$ cat config.mk
export PLATFORM = sky130hd
export DESIGN_NAME = sba_mul_unit
export DESIGN_NICKNAME = d
export VERILOG_FILES = /design/src/sba_pkg.sv /design/src/sba_mul_unit.sv
export SDC_FILE = /design/constraint.sdc
export NUM_CORES = 1
export LEC_CHECK = 0
export CAP_MARGIN = 20
export CORE_MARGIN = 5
export CORE_UTILIZATION = 50
export DETAILED_ROUTE_END_ITERATION = 7
export DONT_BUFFER_PORTS = 1
export PLACE_DENSITY = 0.74
export SYNTH_ARGS = -nofsm -noshare
export SYNTH_HDL_FRONTEND = slang
export SYNTH_SLANG_ARGS = --single-unit
$ cat constraint.sdc
create_clock -name clk -period 3.1 [get_ports clk]
set_clock_uncertainty 0.15 [all_clocks]
set_input_delay 0.155 -clock clk [delete_from_list [all_inputs] [get_ports clk]]
set_output_delay 0.155 -clock clk [all_outputs]
set_load 0.03 [all_outputs]
$ cat src/sba_pkg.sv
// Shared types, constants and helpers for the segmented block allocator.
// No dependencies; used by every file under src.
package sba_pkg;

    localparam int HANDLE_W         = 12;
    localparam int SLOT_W           = HANDLE_W + 1;
    localparam int STACK_DEPTH      = 4080;
    localparam int SEG_W            = 3;
    localparam int OFF_W            = 11;
    localparam int BBYTES_W         = 16;
    localparam int BOFF_W           = OFF_W + BBYTES_W;
    localparam int STATUS_W         = 2;
    localparam int LOG_W            = 4;
    localparam int CFG_IDX_W        = 2;
    localparam int CFG_DATA_W       = 16;
    localparam int BASE_LOG2_DEF    = 4;
    localparam int MAX_SEGMENTS_DEF = 8;

    localparam logic [HANDLE_W-1:0] MAX_BLOCKS_RST  = 12'd4080;
    localparam logic [BBYTES_W-1:0] BLOCK_BYTES_RST = 16'd64;

    typedef enum logic [0:0] {
        OP_ALLOC = 1'b0,
        OP_FREE  = 1'b1
    } opcode_t;

    typedef enum logic [STATUS_W-1:0] {
        STAT_OK         = 2'd0,
        STAT_EXHAUSTED  = 2'd1,
        STAT_STACK_FULL = 2'd2
    } status_t;

    typedef enum logic [CFG_IDX_W-1:0] {
        CFG_MAX_BLOCKS  = 2'd0,
        CFG_UNLIMITED   = 2'd1,
        CFG_BLOCK_BYTES = 2'd2
    } cfg_idx_t;

    typedef enum logic [2:0] {
        ST_IDLE,
        ST_GROW,
        ST_READ,
        ST_DECODE,
        ST_MUL,
        ST_FREE,
        ST_FIN
    } state_t;

    // handshake between sequencer and shift-add multiplier
    typedef struct packed {
        logic busy;
        logic done;
    } mul_status_t;

    // position of the highest set bit (zero for zero)
    function automatic logic [LOG_W-1:0] floor_log2(input logic [HANDLE_W:0] v);
        logic [LOG_W-1:0] r;
        r = '0;
        for (int i = 0; i <= HANDLE_W; i++)
        begin
            if (v[i])
            begin
                r = LOG_W'(i);
            end
        end
        return r;
    endfunction

endpackage

$ cat src/sba_mul_unit.sv
// Shift-add multiplier: one adder stepped once per multiplier bit.
// Depends on sba_pkg for operand and product widths.
module sba_mul_unit (
    input  logic                            clk,
    input  logic                            rst_n,
    input  logic                            start,
    input  logic [sba_pkg::OFF_W-1:0]       mplier,
    input  logic [sba_pkg::BBYTES_W-1:0]    mcand,
    output sba_pkg::mul_status_t            stat,
    output logic [sba_pkg::BOFF_W-1:0]      product
);

    localparam int CNT_W = $clog2(sba_pkg::OFF_W);

    logic                           busy_reg;
    logic                           done_reg;
    logic [CNT_W-1:0]               cnt_reg;
    logic [sba_pkg::BOFF_W-1:0]     acc_reg;
    logic [sba_pkg::BOFF_W-1:0]     mcand_reg;
    logic [sba_pkg::OFF_W-1:0]      mplier_reg;

    always_ff @(posedge clk or negedge rst_n)
    begin
        if (!rst_n)
        begin
            busy_reg <= 1'b0;
            done_reg <= 1'b0;
            cnt_reg  <= '0;
        end
        else
        begin
            done_reg <= 1'b0;
            if (start)
            begin
                busy_reg <= 1'b1;
                cnt_reg  <= '0;
            end
            else if (busy_reg)
            begin
                cnt_reg <= cnt_reg + CNT_W'(1);
                if (cnt_reg == CNT_W'(sba_pkg::OFF_W - 1))
                begin
                    busy_reg <= 1'b0;
                    done_reg <= 1'b1;
                end
            end
        end
    end

    always_ff @(posedge clk)
    begin
        if (start)
        begin
            acc_reg    <= '0;
            mcand_reg  <= sba_pkg::BOFF_W'(mcand);
            mplier_reg <= mplier;
        end
        else if (busy_reg)
        begin
            if (mplier_reg[0])
            begin
                acc_reg <= acc_reg + mcand_reg;
            end
            mcand_reg  <= mcand_reg << 1;
            mplier_reg <= mplier_reg >> 1;
        end
    end

    assign stat.busy = busy_reg;
    assign stat.done = done_reg;
    assign product   = acc_reg;

endmodule

Word-level counts from Yosys, hierarchy flattened --
Index checks and enable logic that the tools add are counted.
Storage, ports and cells: register bits after elaboration 71, word-level logic and storage cells 24
Cells by class: add/sub/neg operators 2, equality and inequality tests 1, muxes and demuxes 12, reductions and logical operators 2
Operators with widths (count):
- 16-bit two-way mux | 2
- 27-bit adder | 1
- 11-bit two-way mux | 2
- 4-bit two-way mux | 2
- 1-bit two-way mux | 6
- 4-bit by 1-bit adder with 4-bit output (second input constant) | 1
- 4-bit equality test (second input constant) | 1
- 2-bit AND reduction | 1
- 2-bit nonzero test | 1

Depth between registers and ports, before layout --
Gate-level depths: netlist (run 1).
depth in word-level cells 4, depth in mapped cells 10, mapped depth without buffers 10

Least setup slack after synthesis (run 1) --
No wires, ideal clock.
path type reg-to-reg, start register acc_reg (netlist bit product[0]), end register acc_reg (netlist bit product[20]), library setup time 0.117 ns, arrival time 2.443 ns, data required time 2.833 ns, path slack 0.390 ns, cell stages (with the launch flop) 11, period minus slack after synthesis 2.710 ns, path through dfxtp_1 ha_1 inv_1 fa_1 nor2b_1 o2111ai_2 a21oi_4 o211ai_4 a211oi_1 mux2i_1 nand2_1
Between the ends: cells in the longest elaborated chain, start to end 1
Ends and longest elaborated chain:
- from (decl) | RTL line sba_mul_unit.sv:18 | logic [sba_pkg::BOFF_W-1:0] acc_reg;
- from (signal assigned) | RTL line sba_mul_unit.sv:62 | acc_reg <= acc_reg + mcand_reg;
- 27-bit adder | RTL line sba_mul_unit.sv:62
No other way between the ends. A chain may end at the register's enable or synchronous reset.

Worst setup path after layout (run 1) --
start register mcand_reg[0] in the netlist's numbering, end register acc_reg (netlist bit product[20])
Between the ends: cells in the longest elaborated chain, start to end 1
Ends and longest elaborated chain:
- from (decl) | RTL line sba_mul_unit.sv:19 | logic [sba_pkg::BOFF_W-1:0] mcand_reg;
- from (signal assigned) | RTL line sba_mul_unit.sv:55 | mcand_reg <= sba_pkg::BOFF_W'(mcand);
- from (signal assigned) | RTL line sba_mul_unit.sv:64 | mcand_reg <= mcand_reg << 1;
- 27-bit adder | RTL line sba_mul_unit.sv:62
No other way between the ends.

==> key figures, run 1 <==
Outcome
  • Outcome: complete, but fails checks
  • Violated checks: hold timing

Setup path
  • Worst path required time: 3.21 ns
  • R2r startpoint: mcand_reg[0]$_SDFFCE_PN0P_
  • Critical path buffer and inverter count: 1
  • Worst EP arrival: 2.88 ns
  • Worst reg2reg endpoint: product[20]$_SDFFE_PP0P_
  • Worst stage delay on the critical path: 0.39 ns
  • Cell family contributing the most delay on the critical path: compound AO/OA/AOI/OAI gates
  • Cell depth of the worst flop-to-flop path: 10
  • R2R Setup Slk: 0.33 ns
  • Worst setup SP type: flop
  • WS Path Type: reg2reg
  • Largest fanout on the critical path: 4
  • CP max-delay cell: fa_1
  • CP endpoint kind: flop
  • Critical-path cell list: ha_1, inv_1, fa_1, nor2b_1, o2111ai_2, a21oi_4, o211ai_4, a211oi_1, mux2i_1, nand2_1

Global routing
  • First-pass GRT wire length: 16800 µm
  • Global route overflow: 0
  • Number of global-route vias before repair: 3376
  • Gr usage total: 18.7%
  • Largest net degree at the start of global routing: 72
  • Initial antenna violation count: 0

Clock network
  • Worst-skew pair later-pin latency: 0.36 ns
  • H-tree depth: 3
  • CTS tree: yes
  • CTS max path bufs: 2
  • CTS resizes: 0
  • Reg clk slew, reported paths: 0.09 ns
  • Post-CTS setup repair buffer count: 0
  • Root Buffer: clkbuf_8
  • Num Clock Sinks: 71
  • Number of CTS-inserted buffers: 9

Synth
  • EDFF count, synth: 27
  • Post-synthesis sequential area ratio: 39.0%
  • Yosys cell types: 67
  • Yosys top cell area share: 18.4%
  • Synth area leaders: edfxtp_1 (18%), dfxtp_1 (17%), ha_1 (7.9%)
  • FF+latch count, synth: 71
  • Post-Syn Area: 0.00441 mm²
  • Primary FF master, synth: dfxtp_1
  • Post-Syn Instances: 442
  • Mapped Nets: 501
  • Warnings from Yosys: 0
  • Average size of a mapped cell: 9.98 µm²
  • Post-synth top area cell: edfxtp_1
  • Asr flop ratio synth: 8.45%

Floorplanning
  • Die Width: 104 µm
  • Starting density of the core: 50.8%
  • Row count: 34
  • DIE AREA: 0.0108 mm²
  • Core region area: 0.00868 mm²
  • IO Pins: 59
  • DIE HEIGHT: 104 µm

Routing
  • DRC: 0
  • WL per Instance: 17.3 µm
  • Vias: 3459
  • Mean number of vias per cell: 5.88
  • Detailed Route WL: 10200 µm
  • Post-route ant nets: 0
  • Initial drt markers: 136
  • Drt pass-1 iters: 4

Cells and area
  • FF/Latch Area: 0.00172 mm²
  • Share of cells above drive strength 1: 17.3%
  • Final nets: 534
  • Diodes inserted: 0
  • Final Util: 58.8%
  • Area of the multi-input gates: 0.00254 mm²
  • Most common cell after layout, fill and taps aside: nand2_1
  • Area grow syn2layout: 15.8%
  • # fillers: 752
  • Most frequent cells in the layout: nand2_1 (41), dfxtp_1 (38), nor2_1 (30)

STA
  • Tmin final: 2.77 ns
  • Fmax achieved: 361 MHz
  • Setup violations, final: 0
  • Final Hold Viols: 2
  • Final Max Slew Viols: 0
  • Slew headroom: 52.8%
  • RSZ-0062 raised after global routing: false
  • Total negative setup slack: 0 ns
  • Final worst-path cycle share: 89.4%
  • Hold WS: -0.0206 ns
  • Worst-Margin Slew: 0.708 ns

Power and ir drop
  • PwrDens: 590 mW/mm²
  • Pleak: 0.00229 µW
  • Power Total: 3010 µW
  • Maximum vdd drop: 0.362 mV

Hold path
  • Worst hold path startpoint: start
  • Hold depth: 2
  • Worst min path class: in2reg
  • Hold Path End: mcand_reg[23]$_SDFFE_PP0P_

Placed design
  • Port bufs: 0
  • DP HPWL: 6980 µm
  • RD Place Congestion: 0.876

Flow run
  • Number of max-cap violations: 0
report_power, final:
group | total [µW] | internal [µW] | switching, µW | leakage (µW)
combinational | 963 | 395 | 568 | 0.00150
sequential | 1180 | 1070 | 114 | 0.000677
clock | 865 | 464 | 401 | 0.000108
metrics by stage:
step	hold slack, ns	instance area, µm²	setup slack, ns	cells
2_1_floorplan	-0.291	4410	0.390	442
3_3_place_gp	-0.290	4560	0.503	542
5_1_grt	0.0112	5110	0.210	588
6_report	-0.0206	5110	0.328	588
4_1_cts	0.00471	5110	0.394	588
3_5_place_dp	-0.290	4560	0.407	542
worst max-delay path by stage:
stage          slack [ns]  cells past startpoint                  startpoint                        to
3_5_place_dp         0.41                     10  mcand_reg[0]$_SDFFCE_PN0P_  product[20]$_SDFFE_PP0P_
6_report             0.33                     10  mcand_reg[0]$_SDFFCE_PN0P_  product[20]$_SDFFE_PP0P_
5_1_grt              0.21                     10  mcand_reg[0]$_SDFFCE_PN0P_  product[14]$_SDFFE_PP0P_
4_1_cts              0.39                     10  mcand_reg[0]$_SDFFCE_PN0P_  product[20]$_SDFFE_PP0P_
3_3_place_gp         0.50                     10  mcand_reg[0]$_SDFFCE_PN0P_  product[20]$_SDFFE_PP0P_
2_1_floorplan        0.39                     10     product[0]$_SDFFE_PP0P_  product[20]$_SDFFE_PP0P_
repair_timing:
item | in CTS | in global routing
hold buffers | 30 | 0
hold endpoints to repair | 75 | 0
endpoints found under the setup margin | 0 | 0
metal layers:
layer,vias to the layer above,global-route usage (%),wire [µm]
li1,1713,-,-
met1,1646,24.3,4540
met2,88,30.6,4990
met3,12,4.72,518
met4,0,5.74,129
met5,-,0,0
layout make-up:
type / count / area share, %
timing repair buffer: 45 / 8.67
multi-input combinational: 339 / 49.8
tap: 108 / 2.65
clock buffer: 9 / 2.43
inverter: 9 / 0.662
clock inverter: 7 / 2.03
sequential: 71 / 33.7
kinds of logic after synthesis:
logic type / synth area share [%]
AO/OA/AOI/OAI: 19.7
AND/OR/NAND/NOR: 17.1
XOR/XNOR: 2.98
adder cells (fa/ha/maj): 8.40
flip-flops: 39.0
buffers and inverters: 3.23
multiplexers: 9.53
worst register-to-register path, cell delays in order (launching register included):
cell and delay, ns:
edfxtp_1 0.36, ha_1 0.21, inv_1 0.08, fa_1 0.39, nor2b_1 0.27, o2111ai_2 0.20
a21oi_4 0.30, o211ai_4 0.14, a211oi_1 0.31, mux2i_1 0.21, nand2_1 0.06
synth_stat cells, drive strengths merged (3+ instances only):
master   number
a2111oi       3
a211oi       10
a21o         16
a21oi        33
a311o         3
a31oi         3
a32oi         3
and2          6
and3         14
buf          13
clkbuf       10
dfrtp         6
dfxtp        38
edfxtp       27
ha           28
inv           9
mux2         24
mux2i        15
nand2        43
nand3        15
nand3b        4
nand4         5
nor2         31
nor2b         3
nor3         10
nor4b         3
o211ai        6
o21a          7
o21ai        15
o21bai        3
xnor2         9
xor2          6
Note: power is estimated with default switching activity, not from simulation.
==> run 2, diff against run 1 <==
--- a/config.mk
+++ b/config.mk
@@ -5,6 +5,7 @@
 export SDC_FILE = /design/constraint.sdc
 export NUM_CORES = 1
 export LEC_CHECK = 0
+export ABC_CLOCK_PERIOD_IN_PS = 2800
 export CAP_MARGIN = 20
 export CORE_MARGIN = 5
 export CORE_UTILIZATION = 50
==> constraint.sdc (replaced) <==
create_clock -name clk -period 2.8 [get_ports clk]
set_clock_uncertainty 0.15 [all_clocks]
set_input_delay 0.14 -clock clk [delete_from_list [all_inputs] [get_ports clk]]
set_output_delay 0.14 -clock clk [all_outputs]
set_load 0.03 [all_outputs]
==> run 2 against run 1 <==
  * The flow now finishes without violations
  * Wire length increased by 2.9%
  * Critical endpoint is now product[14]$_SDFFE_PP0P_
  * Critical path depth unchanged
  * Worst setup slack worse by 0.16 ns
  * Global-route usage up 0.48 points
  * Register-to-register slack got worse by 0.16 ns
  * Die area is the same
  * Combinational power increased by 18%
  * Sequential share of layout area shrank 0.33 points
  * First-iteration DRC count grew 54%
  * Highest routed layer unchanged
==> key figures, run 2 (same netlist as run 1, synthesis figures left out) <==
Placed design
  • Port bufs: 0 (unchanged)
  • RD Place Congestion: 0.917 (was 0.876)
  • Worst slack, placed: 0.0931 ns (was 0.407 ns)
  • DP HPWL: 7230 µm (was 6980 µm)

Setup path
  • Cell family contributing the most delay on the critical path: compound AO/OA/AOI/OAI gates (unchanged)
  • CP max-delay cell: fa_1 (unchanged)
  • Worst EP arrival: 2.77 ns (was 2.88 ns)
  • Worst setup SP type: flop (unchanged)
  • Worst path required time: 2.94 ns (was 3.21 ns)
  • Critical-path cell list: ha_1, inv_1, fa_1, nor2b_2, o2111ai_2, a21oi_4, o21ai_2, a311o_1, nor4_1, nand3b_1 (was ha_1, inv_1, fa_1, nor2b_1, o2111ai_2, a21oi_4, o211ai_4, a211oi_1, mux2i_1, nand2_1)
  • CP endpoint kind: flop (unchanged)
  • Largest fanout on the critical path: 4 (unchanged)
  • Worst stage delay on the critical path: 0.39 ns (about the same)
  • Critical path buffer and inverter count: 1 (unchanged)
  • WS Path Type: reg2reg (unchanged)

Power and ir drop
  • Maximum vdd drop: 0.378 mV (was 0.362 mV)
  • PwrDens: 616 mW/mm² (was 590 mW/mm²)
  • Pleak: 0.00233 µW (was 0.00229 µW)

Global routing
  • Global route overflow: 0 (unchanged)
  • Gr usage total: 19.2% (was 18.7%)
  • First-pass GRT wire length: 17200 µm (was 16800 µm)
  • Largest net degree at the start of global routing: 72 (unchanged)
  • Initial antenna violation count: 0 (unchanged)
  • Number of global-route vias before repair: 3469 (was 3376)

Floorplanning
  • DIE HEIGHT: 104 µm (unchanged)
  • Row count: 34 (unchanged)
  • IO Pins: 59 (unchanged)
  • Core region area: 0.00868 mm² (unchanged)
  • Die Width: 104 µm (unchanged)
  • Starting density of the core: 50.8% (unchanged)
  • DIE AREA: 0.0108 mm² (unchanged)

Clock network
  • Root Buffer: clkbuf_8 (unchanged)
  • H-tree depth: 3 (unchanged)
  • Num Clock Sinks: 71 (unchanged)
  • Number of CTS-inserted buffers: 9 (unchanged)
  • CTS max path bufs: 2 (unchanged)
  • Reg clk slew, reported paths: 0.09 ns (about the same)
  • Post-CTS setup repair buffer count: 0 (unchanged)
  • Worst-skew pair later-pin latency: 0.36 ns (about the same)
  • CTS tree: yes (unchanged)

STA
  • Worst-Margin Slew: 0.735 ns (was 0.708 ns)
  • Fin worst setup slack: 0.164 ns (was 0.328 ns)
  • Tmin final: 2.64 ns (was 2.77 ns)
  • Final worst-path cycle share: 94.1% (was 89.4%)
  • Final Max Slew Viols: 0 (unchanged)
  • Total negative setup slack: 0 ns (unchanged)
  • RSZ-0062 raised after global routing: false (unchanged)
  • Setup violations, final: 0 (unchanged)
  • Fmax achieved: 379 MHz (was 361 MHz)
  • Final Hold Viols: 0 (was 2)
  • Slew headroom: 51.0% (was 52.8%)

Cells and area
  • Diodes inserted: 0 (unchanged)
  • Most frequent cells in the layout: nand2_1 (41), dfxtp_1 (38), nor2_1 (30), dlygate4sd3_1 (30), a21oi_1 (29) (was nand2_1 (41), dfxtp_1 (38), nor2_1 (30))
  • Most common cell after layout, fill and taps aside: nand2_1 (unchanged)
  • Share of cells above drive strength 1: 19.3% (was 17.3%)
  • Area grow syn2layout: 16.9% (was 15.8%)
  • Final nets: 546 (was 534)

Flow run
  • Number of max-cap violations: 0 (unchanged)

Routing
  • Post-route ant nets: 0 (unchanged)
  • DRC: 0 (unchanged)
  • WL per Instance: 17.5 µm (was 17.3 µm)
  • Mean number of vias per cell: 5.95 (was 5.88)
  • Vias: 3572 (was 3459)
  • Detailed Route WL: 10500 µm (was 10200 µm)
  • Initial drt markers: 210 (was 136)
  • Drt pass-1 iters: 5 (was 4)

Outcome
  • Outcome: finished, final reports clean (was complete, but fails checks)

Hold path
  • Worst min path class: in2reg (unchanged)
==> run 2: path summary, 6_finish.rpt <==
path                                       startpoint                          to  slack (ns)  cells past startpoint
setup / recovery           mcand_reg[0]$_SDFFCE_PN0P_    product[14]$_SDFFE_PP0P_        0.16                     10
hold / removal                                  start    product[16]$_SDFFE_PP0P_        0.03                      2
setup reg to reg           mcand_reg[0]$_SDFFCE_PN0P_    product[14]$_SDFFE_PP0P_        0.16                     10
hold reg to reg            mcand_reg[25]$_SDFFE_PP0P_  mcand_reg[25]$_SDFFE_PP0P_        0.38                      2
max in group asynchronous                       rst_n          busy_reg$_DFF_PN0_        1.80                      2
min in group asynchronous                       rst_n          done_reg$_DFF_PN0_        0.48                      2
==> run 2: worst register-to-register path, stage by stage, from the launching register on <==
cell       delay, ns
edfxtp_1        0.38
ha_1            0.22
inv_1           0.07
fa_1            0.39
nor2b_2         0.18
o2111ai_2       0.16
a21oi_4         0.27
o21ai_2         0.11
a311o_1         0.34
nor4_1          0.17
nand3b_1        0.13
==> run 2: repair_timing <==
item                                    in CTS  in global routing
endpoints found under the setup margin       0                  3
resized for setup                            0                  2
hold buffers                                31                  0
endpoints found under the hold margin       75                  0
==> run 2: layer usage <==
layer	global-route usage, %	up-vias	share of wire, %
met2	31.7	108	48
li1	-	1737	-
met4	6.57	0	0.99
met5	0	-	0
met1	24.5	1715	45
met3	4.66	12	6.3
==> run 2: area by class of cell <==
type                            count  area [µm²]
Timing Repair Buffer               57         536
Clock buffer                        9         124
Fill cell                         748        3520
Tap cell                          108         135
Multi-Input combinational cell    339        2550
Clock inverter                      7        53.8
Inverter                            9        33.8
Sequential cell                    71        1720
==> run 2: per-stage QoR <==
step / std cells / util, % / hold slack (ns) / total power, µW / cell area (µm²)
2_1_floorplan: 442 / - / -0.306 / 2130 / 4410
3_3_place_gp: 553 / 53.5 / -0.305 / 2340 / 4640
3_5_place_dp: 553 / 53.5 / -0.305 / 2360 / 4640
4_1_cts: 600 / 59.3 / 0.0108 / 3180 / 5150
5_1_grt: 600 / 59.4 / 0.0214 / 3360 / 5160
6_report: 600 / 59.4 / 0.0310 / 3180 / 5160
==> run 2: report_power, final <==
part | internal [µW] | switching [µW] | leakage (µW) | total (µW)
logic | 463 | 679 | 0.00156 | 1140
clock network | 329 | 437 | 0.0000843 | 766
registers | 1180 | 82.3 | 0.000677 | 1270
total | 1980 | 1200 | 0.00233 | 3180
==> run 3, diff against run 2 <==
--- a/config.mk
+++ b/config.mk
@@ -5,6 +5,7 @@
 export SDC_FILE = /design/constraint.sdc
 export NUM_CORES = 1
 export LEC_CHECK = 0
+export ABC_AREA = 1
 export ABC_CLOCK_PERIOD_IN_PS = 2800
 export CAP_MARGIN = 20
 export CORE_MARGIN = 5
==> run 3 against run 2 <==
  * Hold slack worse by 0.021 ns
  * Sequential power about the same
  * First-iteration DRC count up 5.7%
  * Critical endpoint is now product[24]$_SDFFE_PP0P_
  * Largest power group unchanged
==> key figures, run 3 <==
Cells and area
  • Most common cell after layout, fill and taps aside: nand2_1 (unchanged)
  • Diodes inserted: 0 (unchanged)
  • Most frequent cells in the layout: nand2_1 (253), inv_1 (123), nor2_1 (78) (was nand2_1 (41), dfxtp_1 (38), nor2_1 (30), dlygate4sd3_1 (30), a21oi_1 (29))
  • Share of cells above drive strength 1: 6.90% (was 19.3%)
  • Area grow syn2layout: 14.9% (was 16.9%)
  • Final nets: 822 (was 546)

Power and ir drop
  • Pleak: 0.00298 µW (was 0.00233 µW)
  • Maximum vdd drop: 0.292 mV (was 0.378 mV)
  • PwrDens: 537 mW/mm² (was 616 mW/mm²)

Synth
  • Post-Syn Instances: 727 (was 442)
  • Yosys cell types: 37 (was 67)
  • Average size of a mapped cell: 6.63 µm² (was 9.98 µm²)
  • FF+latch count, synth: 71 (unchanged)
  • Post-Syn Area: 0.00482 mm² (was 0.00441 mm²)
  • Top-count cell post-synth: nand2_1 (unchanged)
  • Post-synth top area cell: nand2_1 (was edfxtp_1)
  • Warnings from Yosys: 0 (unchanged)
  • Yosys top cell area share: 19.7% (was 18.4%)
  • Asr flop ratio synth: 8.45% (unchanged)
  • EDFF count, synth: 27 (unchanged)
  • Post-synthesis sequential area ratio: 35.7% (was 39.0%)
  • Synth area leaders: nand2_1 (20%), edfxtp_1 (17%), dfxtp_1 (16%) (was edfxtp_1 (18%), dfxtp_1 (17%), ha_1 (7.9%))
  • Mapped Nets: 786 (was 501)
  • Synth top cells by count: nand2_1 (253), inv_1 (123), nor2_1 (78) (was nand2_1 (41), dfxtp_1 (38), nor2_1 (30))
  • Primary FF master, synth: dfxtp_1 (unchanged)

Setup path
  • CP endpoint kind: flop (unchanged)
  • Worst path required time: 2.91 ns (was 2.94 ns)
  • WS Path Type: reg2reg (unchanged)
  • Worst EP arrival: 2.43 ns (was 2.77 ns)
  • Largest fanout on the critical path: 4 (unchanged)
  • Worst setup SP type: flop (unchanged)

Global routing
  • Number of global-route vias before repair: 4411 (was 3469)
  • First-pass GRT wire length: 21000 µm (was 17200 µm)
  • Gr usage total: 22.5% (was 19.2%)
  • Largest net degree at the start of global routing: 53 (was 72)
  • Initial antenna violation count: 0 (unchanged)
  • Global route overflow: 0 (unchanged)

Routing
  • DRC: 0 (unchanged)
  • Vias: 4576 (was 3572)
  • Detailed Route WL: 12700 µm (was 10500 µm)
  • Drt pass-1 iters: 5 (unchanged)
  • WL per Instance: 14.1 µm (was 17.5 µm)
  • Initial drt markers: 222 (was 210)
  • Mean number of vias per cell: 5.10 (was 5.95)
  • Post-route ant nets: 0 (unchanged)

Clock network
  • Number of CTS-inserted buffers: 9 (unchanged)
  • Num Clock Sinks: 71 (unchanged)
  • CTS tree: yes (unchanged)
  • H-tree depth: 3 (unchanged)
  • Worst-skew pair later-pin latency: 0.35 ns (was 0.36 ns)
  • CTS max path bufs: 2 (unchanged)
  • Reg clk slew, reported paths: 0.09 ns (about the same)
  • Root Buffer: clkbuf_8 (unchanged)

Floorplanning
  • Core region area: 0.00933 mm² (was 0.00868 mm²)
  • Starting density of the core: 51.7% (was 50.8%)
  • DIE AREA: 0.0117 mm² (was 0.0108 mm²)
  • Die Width: 108 µm (was 104 µm)
  • DIE HEIGHT: 108 µm (was 104 µm)
  • IO Pins: 59 (unchanged)
  • Row count: 35 (was 34)

STA
  • Final worst-path cycle share: 82.8% (was 94.1%)
  • Tmin final: 2.32 ns (was 2.64 ns)
  • Total negative setup slack: 0 ns (unchanged)
  • Setup violations, final: 0 (unchanged)
  • Worst-Margin Slew: 0.585 ns (was 0.735 ns)
  • Final Max Slew Viols: 0 (unchanged)
  • Fmax achieved: 431 MHz (was 379 MHz)
  • Slew headroom: 60.9% (was 51.0%)
  • RSZ-0062 raised after global routing: false (unchanged)
  • Final Hold Viols: 0 (unchanged)
  • Hold WS: 0.0102 ns (was 0.0310 ns)

Placed design
  • DP HPWL: 9310 µm (was 7230 µm)
  • Port bufs: 0 (unchanged)
  • RD Place Congestion: 0.926 (was 0.917)

Flow run
  • Number of max-cap violations: 0 (unchanged)

Hold path
  • Worst min path class: in2reg (unchanged)

Outcome
  • Outcome: finished, final reports clean (unchanged)
[run 3: layer usage]
metal / global-route usage, % / vias to the layer above / share of wire (%)
met5: 0 / - / 0
met4: 6.49 / 0 / 1.9
met3: 5.55 / 25 / 6.5
met2: 37.6 / 134 / 46
met1: 29.0 / 2099 / 45
li1: - / 2318 / -
[run 3: power by group]
group / switching (µW) / internal, µW / total [µW]
logic: 502 / 278 / 780
clock network: 434 / 473 / 907
registers: 124 / 1160 / 1290
[run 3: worst max-delay path: stages, from the launching register on]
cell	delay [ns]
edfxtp_1	0.37
ha_1	0.19
inv_1	0.06
fa_1	0.39
inv_1	0.13
nand3_1	0.09
nand3_1	0.23
nand2_1	0.12
nand2_1	0.14
nand2_1	0.09
nand4_1	0.10
nand3_1	0.08
nand2_1	0.06
inv_1	0.03
[run 3: repair_timing]
| action | CTS | global route |
|---|---|---|
| setup buffers | 0 | 0 |
| hold buffers | 31 | 0 |
| hold endpoints to repair | 57 | 0 |
| gates resized for setup | 0 | 0 |
[run 3: cell type report]
class,instances,area [µm²]
Timing Repair Buffer,43,435
Clock inverter,5,60.1
Inverter,125,469
Multi-Input combinational cell,513,2530
Sequential cell,71,1720
Tap cell,129,161
Fill cell,890,3790
Clock buffer,11,153
[run 3: metrics by stage]
step                total power [µW]  util, %  cell area [µm²]  cells  worst slack, ns
finish                          2970     59.3             5540    897            0.482
global route                    3150     59.3             5540    897            0.317
CTS                             2980     59.3             5540    897            0.524
detailed placement              2040     53.6             5000    850            0.532
global placement                2020     53.6             5000    850            0.649
floorplan                       1860        -             4820    727            0.584
[run 3: kinds of logic after synthesis]
kind of cell	synth area share [%]
AND/OR/NAND/NOR	36.1
AO/OA/AOI/OAI	7.01
adder cells (fa/ha/maj)	7.69
XOR/XNOR	1.82
flip-flops	35.7
buffers and inverters	11.7
[run 3: worst paths after layout]
| kind | start | endpoint | slack, ns | depth (start not counted) |
|---|---|---|---|---|
| min in group asynchronous | rst_n | cnt_reg[0]$_DFFE_PN0P_ | 0.47 | 2 |
| worst max-delay path | mcand_reg[0]$_SDFFCE_PN0P_ | product[24]$_SDFFE_PP0P_ | 0.48 | 13 |
| worst min-delay path | start | done_reg$_DFF_PN0_ | 0.01 | 2 |
| worst min register to register | cnt_reg[2]$_DFFE_PN0P_ | done_reg$_DFF_PN0_ | 0.32 | 1 |
| worst max register to register | mcand_reg[0]$_SDFFCE_PN0P_ | product[24]$_SDFFE_PP0P_ | 0.48 | 13 |
| max in group asynchronous | rst_n | done_reg$_DFF_PN0_ | 1.82 | 2 |
